===== config.mk =====
export PLATFORM = sky130hd
export DESIGN_NAME = sorted_insert_remove_table_top
export DESIGN_NICKNAME = d
export VERILOG_FILES = /design/src/hw/rtl/sirt_pkg.sv /design/src/hw/rtl/sorted_insert_remove_table_top.sv /design/src/hw/rtl/sirt_cell.sv /design/src/hw/rtl/sirt_ctrl.sv
export SDC_FILE = /design/constraint.sdc
export NUM_CORES = 2
export LEC_CHECK = 0
export BUFFER_PORTS_ARGS = -buffer_cell sky130_fd_sc_hd__buf_2
export CAP_MARGIN = 10
export CORE_ASPECT_RATIO = 2
export CORE_UTILIZATION = 60
export CTS_CLUSTER_SIZE = 30
export DETAILED_ROUTE_END_ITERATION = 8
export PLACE_DENSITY = 0.77
export SETUP_SLACK_MARGIN = 0.1
export SYNTH_ARGS = -nofsm -noshare
export SYNTH_HDL_FRONTEND = slang
export SYNTH_HIERARCHICAL = 1
export SYNTH_SLANG_ARGS = --single-unit

===== constraint.sdc =====
create_clock -name clk_i -period 11.1 [get_ports clk_i]
set_clock_uncertainty 0.15 [all_clocks]
set_input_delay 0.555 -clock clk_i [delete_from_list [all_inputs] [get_ports clk_i]]
set_output_delay 0.555 -clock clk_i [all_outputs]
set_load 0.03 [all_outputs]

===== src/hw/rtl/sirt_pkg.sv =====
package sirt_pkg;

  typedef enum logic [1:0] {
    CMD_INSERT = 2'd0,
    CMD_REMOVE = 2'd1,
    CMD_DUMP   = 2'd2,
    CMD_NOP    = 2'd3
  } cmd_e;

  typedef enum logic [1:0] {
    ST_OK        = 2'd0,
    ST_NOT_FOUND = 2'd1,
    ST_FULL      = 2'd2,
    ST_EMPTY     = 2'd3
  } status_e;

  typedef enum logic [1:0] {
    CELL_HOLD,
    CELL_INSERT,
    CELL_REMOVE,
    CELL_ROTATE
  } cell_op_e;

  typedef enum logic {
    S_IDLE,
    S_EXEC
  } state_e;

  typedef struct packed {
    cmd_e               cmd;
    logic signed [31:0] value;
  } req_t;

  typedef struct packed {
    status_e            status;
    logic signed [31:0] data_out;
    logic        [4:0]  entry_count;
    logic               last;
  } res_t;

  typedef struct packed {
    cell_op_e           op;
    logic signed [31:0] value;
  } cell_ctrl_t;

endpackage


===== src/hw/rtl/sorted_insert_remove_table_top.sv =====
// Channel   | Signals                  | Handshake
// ----------+--------------------------+-----------------------------------------
// request   | start_i, req_i, busy_o   | taken at an edge with start_i && !busy_o
// result    | res_valid_o, res_o       | each result shown for a single cycle, cannot be stalled
//
// Insert, remove and no-op take the request in S_IDLE; in S_EXEC the cell row
// compares and shifts in parallel, and the result follows from a register.
// A dump rotates the cell row by one in S_EXEC for each of its N entries,
// emitting the head each time; a dump of an empty table gives one ST_EMPTY result.
// Reset clears the control state and entry count; cell contents are unwritten until inserted.
// busy_o stays high from the request until its last result is produced.
module sorted_insert_remove_table_top
  import sirt_pkg::*;
#(
  parameter int MAX_ENTRIES = 16
) (
  input  logic clk_i,
  input  logic rst_ni,
  input  logic start_i,
  input  req_t req_i,
  output logic busy_o,
  output logic res_valid_o,
  output res_t res_o
);

  localparam int CntW = $clog2(MAX_ENTRIES + 1);

  cell_ctrl_t         cell_ctrl;
  logic [CntW-1:0]    count;
  logic signed [31:0] entry [MAX_ENTRIES];
  logic [MAX_ENTRIES-1:0] valid;
  logic [MAX_ENTRIES-1:0] lt;
  logic [MAX_ENTRIES-1:0] match;
  logic               found;

  assign found = |match;

  sirt_ctrl #(
    .MAX_ENTRIES(MAX_ENTRIES),
    .CntW       (CntW)
  ) u_ctrl (
    .clk_i      (clk_i),
    .rst_ni     (rst_ni),
    .start_i    (start_i),
    .req_i      (req_i),
    .found_i    (found),
    .head_i     (entry[0]),
    .busy_o     (busy_o),
    .count_o    (count),
    .cell_ctrl_o(cell_ctrl),
    .res_valid_o(res_valid_o),
    .res_o      (res_o)
  );

  for (genvar i = 0; i < MAX_ENTRIES; i++) begin : g_cell
    logic               prev_lt;
    logic signed [31:0] prev_entry;
    logic signed [31:0] next_entry;
    logic               next_valid;

    assign valid[i] = (CntW'(i) < count);

    if (i == 0) begin : g_first
      assign prev_lt    = 1'b1;
      assign prev_entry = '0;
    end else begin : g_mid
      assign prev_lt    = lt[i-1];
      assign prev_entry = entry[i-1];
    end

    if (i == MAX_ENTRIES - 1) begin : g_last
      assign next_entry = entry[i];
      assign next_valid = 1'b0;
    end else begin : g_inner
      assign next_entry = entry[i+1];
      assign next_valid = valid[i+1];
    end

    sirt_cell u_cell (
      .clk_i       (clk_i),
      .ctrl_i      (cell_ctrl),
      .valid_i     (valid[i]),
      .prev_lt_i   (prev_lt),
      .prev_entry_i(prev_entry),
      .next_entry_i(next_entry),
      .next_valid_i(next_valid),
      .head_i      (entry[0]),
      .entry_o     (entry[i]),
      .lt_o        (lt[i]),
      .match_o     (match[i])
    );
  end

  a_count_bound: assert property (@(posedge clk_i) disable iff (!rst_ni)
    count <= CntW'(MAX_ENTRIES))
    else $error("entry count beyond capacity");

  a_count_step: assert property (@(posedge clk_i) disable iff (!rst_ni)
    count != $past(count) |->
      (count == CntW'($past(count) + 1'b1)) || (count == CntW'($past(count) - 1'b1)))
    else $error("entry count jumped by more than one");

  a_res_needs_busy: assert property (@(posedge clk_i) disable iff (!rst_ni)
    res_valid_o |-> $past(busy_o))
    else $error("result without a request in flight");

  // the row is only in order outside a dump rotation
  a_one_match: assert property (@(posedge clk_i) disable iff (!rst_ni)
    (cell_ctrl.op != CELL_ROTATE) |-> $onehot0(match))
    else $error("more than one cell claims the match");

  for (genvar k = 0; k + 1 < MAX_ENTRIES; k++) begin : g_order_chk
    a_sorted: assert property (@(posedge clk_i) disable iff (!rst_ni)
      (!busy_o && valid[k+1]) |-> (entry[k] <= entry[k+1]))
      else $error("cell row out of order");
  end

endmodule


===== src/hw/rtl/sirt_cell.sv =====
module sirt_cell
  import sirt_pkg::*;
(
  input  logic               clk_i,
  input  cell_ctrl_t         ctrl_i,
  input  logic               valid_i,
  input  logic               prev_lt_i,
  input  logic signed [31:0] prev_entry_i,
  input  logic signed [31:0] next_entry_i,
  input  logic               next_valid_i,
  input  logic signed [31:0] head_i,
  output logic signed [31:0] entry_o,
  output logic               lt_o,
  output logic               match_o
);

  logic signed [31:0] entry_q, entry_d;

  assign lt_o    = valid_i && (entry_q < ctrl_i.value);
  // first entry that is not smaller; sorted order makes it the first equal one
  assign match_o = valid_i && !lt_o && prev_lt_i && (entry_q == ctrl_i.value);
  assign entry_o = entry_q;

  always_comb begin
    entry_d = entry_q;
    unique case (ctrl_i.op)
      CELL_HOLD: ;
      CELL_INSERT: begin
        if (!lt_o) begin
          entry_d = prev_lt_i ? ctrl_i.value : prev_entry_i;
        end
      end
      CELL_REMOVE: begin
        if (!lt_o) begin
          entry_d = next_entry_i;
        end
      end
      CELL_ROTATE: begin
        // last valid cell wraps the head around
        if (valid_i) begin
          entry_d = next_valid_i ? next_entry_i : head_i;
        end
      end
    endcase
  end

  always_ff @(posedge clk_i) begin
    entry_q <= entry_d;
  end

endmodule


===== src/hw/rtl/sirt_ctrl.sv =====
module sirt_ctrl
  import sirt_pkg::*;
#(
  parameter int MAX_ENTRIES = 16,
  parameter int CntW        = 5
) (
  input  logic               clk_i,
  input  logic               rst_ni,
  input  logic               start_i,
  input  req_t               req_i,
  input  logic               found_i,
  input  logic signed [31:0] head_i,
  output logic               busy_o,
  output logic [CntW-1:0]    count_o,
  output cell_ctrl_t         cell_ctrl_o,
  output logic               res_valid_o,
  output res_t               res_o
);

  localparam int PadW = CntW + 5;

  state_e          state_q, state_d;
  req_t            req_q, req_d;
  logic [CntW-1:0] count_q, count_d;
  logic [CntW-1:0] idx_q, idx_d;
  logic            res_valid_q, res_valid_d;
  res_t            res_q, res_d;
  logic [PadW-1:0] count_wide;
  logic            dump_last;
  logic            full;

  assign full      = (count_q == CntW'(MAX_ENTRIES));
  assign dump_last = (idx_q == CntW'(count_q - 1'b1));

  always_comb begin
    state_d = state_q;
    unique case (state_q)
      S_IDLE: begin
        if (start_i) begin
          state_d = S_EXEC;
        end
      end
      S_EXEC: begin
        if (req_q.cmd == CMD_DUMP && count_q != '0 && !dump_last) begin
          state_d = S_EXEC;
        end else begin
          state_d = S_IDLE;
        end
      end
    endcase
  end

  always_comb begin
    cell_ctrl_o.op    = CELL_HOLD;
    cell_ctrl_o.value = req_q.value;
    req_d             = req_q;
    count_d           = count_q;
    idx_d             = idx_q;
    res_valid_d       = 1'b0;
    res_d             = res_q;
    count_wide        = '0;
    unique case (state_q)
      S_IDLE: begin
        if (start_i) begin
          req_d = req_i;
          idx_d = '0;
        end
      end
      S_EXEC: begin
        res_valid_d   = 1'b1;
        res_d.status  = ST_OK;
        res_d.data_out = req_q.value;
        res_d.last    = 1'b1;
        unique case (req_q.cmd)
          CMD_INSERT: begin
            if (full) begin
              res_d.status = ST_FULL;
            end else begin
              cell_ctrl_o.op = CELL_INSERT;
              count_d        = count_q + 1'b1;
            end
          end
          CMD_REMOVE: begin
            if (found_i) begin
              cell_ctrl_o.op = CELL_REMOVE;
              count_d        = count_q - 1'b1;
            end else begin
              res_d.status = ST_NOT_FOUND;
            end
          end
          CMD_DUMP: begin
            if (count_q == '0) begin
              res_d.status   = ST_EMPTY;
              res_d.data_out = '0;
            end else begin
              // emit the head and rotate the row by one
              cell_ctrl_o.op = CELL_ROTATE;
              res_d.data_out = head_i;
              res_d.last     = dump_last;
              idx_d          = idx_q + 1'b1;
            end
          end
          CMD_NOP: ;
        endcase
        count_wide        = PadW'(count_d);
        res_d.entry_count = count_wide[4:0];
      end
    endcase
  end

  always_ff @(posedge clk_i or negedge rst_ni) begin
    if (!rst_ni) begin
      state_q     <= S_IDLE;
      count_q     <= '0;
      idx_q       <= '0;
      res_valid_q <= 1'b0;
    end else begin
      state_q     <= state_d;
      count_q     <= count_d;
      idx_q       <= idx_d;
      res_valid_q <= res_valid_d;
    end
  end

  always_ff @(posedge clk_i) begin
    req_q <= req_d;
    res_q <= res_d;
  end

  assign busy_o      = (state_q != S_IDLE);
  assign count_o     = count_q;
  assign res_valid_o = res_valid_q;
  assign res_o       = res_q;

endmodule

==> metrics.txt <==
die area=83,400 sq um; die height=407 um; type of the most critical hold path=input port to asynchronous set/reset pin; Avg Vias per Cell=6.42; critical path peak fanout=259; Core ar.=81,300 sq um; Max clock buf depth=3; CP max stage cell=nor4_1; Yosys Warn Count=6; WL final=138 mm; Nets=5,689; Pwr Density=270 nW/um^2; cell breakdown of the critical path=buf_4 > inv_1 > ha_1 > nand4_1 > nor4_1 > a21boi_0 > o311a_1 > nor3_1 > nor3_2 > buf_4 > nand2_1 > nor2_1 > nand4_1 > nor2_1 > nor4_1 > nand4_1 > nand3b_1 > a21oi_4 > buf_12 > buf_12 > a21oi_1; CP startpoint kind=flop; worst-margin pin slew=1.25 ns; IO Port Bufs=78; drt first-iter violations=2,408; RD Place Congestion=0.923; Sw Ratio=0.443; First-pass DRT Iterations=8; Die X=205 um; TritonCTS buffer count=55; fin crit share=0.727; GR Util All Layers=0.326; setup bufs post-CTS=0; Clock Power Share=0.138; Sum Neg Setup Slack=0 ns; Syn Area/Cell=9.51 sq um; Logic pwr share=0.521; Crit. End Element=flop; clock-pin slew on the worst setup and hold paths=0.07 ns; via count=39,990; critical path data arrival time=8.24 ns; CTS tree=done; Fin. Hold Viols=0; vias in the first global route=40,236; Leak=23.8 nW; Max VDD drop=0.000300 V; DRC=0; post-DP HPWL=102 mm; layout cells sized above 1=0.0616; largest stage delay on the critical path=0.82 ns; Antenna diodes=0; internal power=7.90 mW; clock root buffer=clkbuf_16; post-DR wirelength/cell=22.1 um; Top-Level Pins=79; Final ANT Viol Nets=0; Crit path top cell by count=nand4_1; final setup vio count=0; first-pass GRT wire length=215 mm; sw power=6.28 mW; largest net degree at the start of global routing=267; Final Max Slew Viols=0; final worst setup slack=3.03 ns; initial antenna violation count=0; post-synthesis cell area=49,300 sq um; WS Path Type=flop to flop; RSZ-0062 raised after global routing=no; CTS H-tree lvls=2; Worst slew margin=0.167; Max Clk Rate=124 MHz; minimum clock period=8.07 ns; grt total ovfl=0; Rows=148; clock sink total=598; Clock Latency Late Sink=0.63 ns; initial core utilization=0.607; max_cap viols=0; outcome=complete, no violations; Layout area overhead=6.43%; Cells after Synth=5,183; Sequential Power Share=0.341; DP Worst Slack=3.39 ns; Critical Path RT=11.27 ns
-- repair_timing --
item | CTS | global route
setup endpoints to repair | 0 | 0
endpoints found under the hold margin | 47 | 0
hold buffers | 36 | 0
resized for setup | 0 | 0
-- power by group through the flow --
stage | Clock [mW] | Sequential (mW) | Combinational, mW
after floorplan | 0 | 4.68 | 5.38
after global placement | 0 | 4.83 | 6.98
after detailed placement | 0 | 4.87 | 7.26
after CTS | 1.98 | 4.83 | 7.30
after global routing | 2.04 | 4.95 | 8.12
final | 1.95 | 4.84 | 7.39
-- per-stage QoR --
stage	utilization	area, sq um	power, mW	hold WS (ns)	instances
CTS	0.646	52500	14.1	0.182	6226
global placement	0.620	50400	11.8	0.317	6093
floorplan	-	49400	10.1	0.109	5216
finish	0.646	52500	14.2	0.225	6226
global route	0.646	52500	15.1	0.239	6226
detailed placement	0.620	50400	12.1	0.315	6093
-- sequential cells by signal (all words and copies together) (netlist names) --
name,flops
u_ctrl/req_q,2
u_ctrl/count_o,5
g_cell.u_cell/entry_o,512
u_ctrl/idx_q,5
u_ctrl/cell_ctrl_o,32
u_ctrl/res_o,40
u_ctrl/res_valid_o,1
u_ctrl/busy_o,1
-- placed cells by master (no fill, tap or decap), drive strengths merged, types with 20 or more instances in the layout --
master,count
nor4,20
inv,542
buf,166
edfxtp,586
nor2b,530
o21ai,63
o211ai,34
a211oi,531
nand4,110
nand2b,20
conb,35
clkbuf,66
nand2,156
a21oi,727
nor2,135
nor3,83
a21o,21
mux2i,515
nand3,54
a22o,34
clkinv,23
dlygate4sd3,36
ha,516
-- metal layers --
metal,up-vias,share of wire,global-route usage
met1,19029,0.34,0.321
li1,19111,-,-
met3,571,0.036,0.0264
met5,-,0,0
met4,0,0.10,0.306
met2,1279,0.52,0.592
-- path summary, 6_finish.rpt --
check | startpoint | end | slack, ns | cells after the start
setup / recovery | u_ctrl/cell_ctrl_o[11] | g_cell[12].u_cell/entry_o[5] | 3.03 | 21
hold / removal | rst_ni | u_ctrl/idx_q[2] | 0.22 | 2
setup reg to reg | u_ctrl/cell_ctrl_o[11] | g_cell[12].u_cell/entry_o[5] | 3.03 | 21
hold reg to reg | u_ctrl/idx_q[0] | u_ctrl/idx_q[0] | 0.39 | 1
max in group asynchronous | rst_ni | u_ctrl/busy_o | 10.31 | 2
min in group clk_i | u_ctrl/idx_q[0] | u_ctrl/idx_q[0] | 0.39 | 1
-- cell type report --
| type | count | area, sq um |
|---|---|---|
| fill | 6549 | 28800 |
| multi-input combinational | 3736 | 28000 |
| sequential | 598 | 17900 |
| inverter | 543 | 2040 |
| timing repair buffer | 202 | 1460 |
| clock buffer | 66 | 1460 |
| tap | 1050 | 1310 |
| clock inverter | 31 | 277 |
-- worst max-delay path: cells and delay by family, from the launching register on --
family,cells,cell delay (ns)
AO/OA/AOI/OAI,4,1.20
flip-flops,1,0.34
buffers and inverters,5,2.50
adder cells (fa/ha/maj),1,0.34
AND/OR/NAND/NOR,11,2.70
Note: power is estimated with default switching activity, not from simulation.
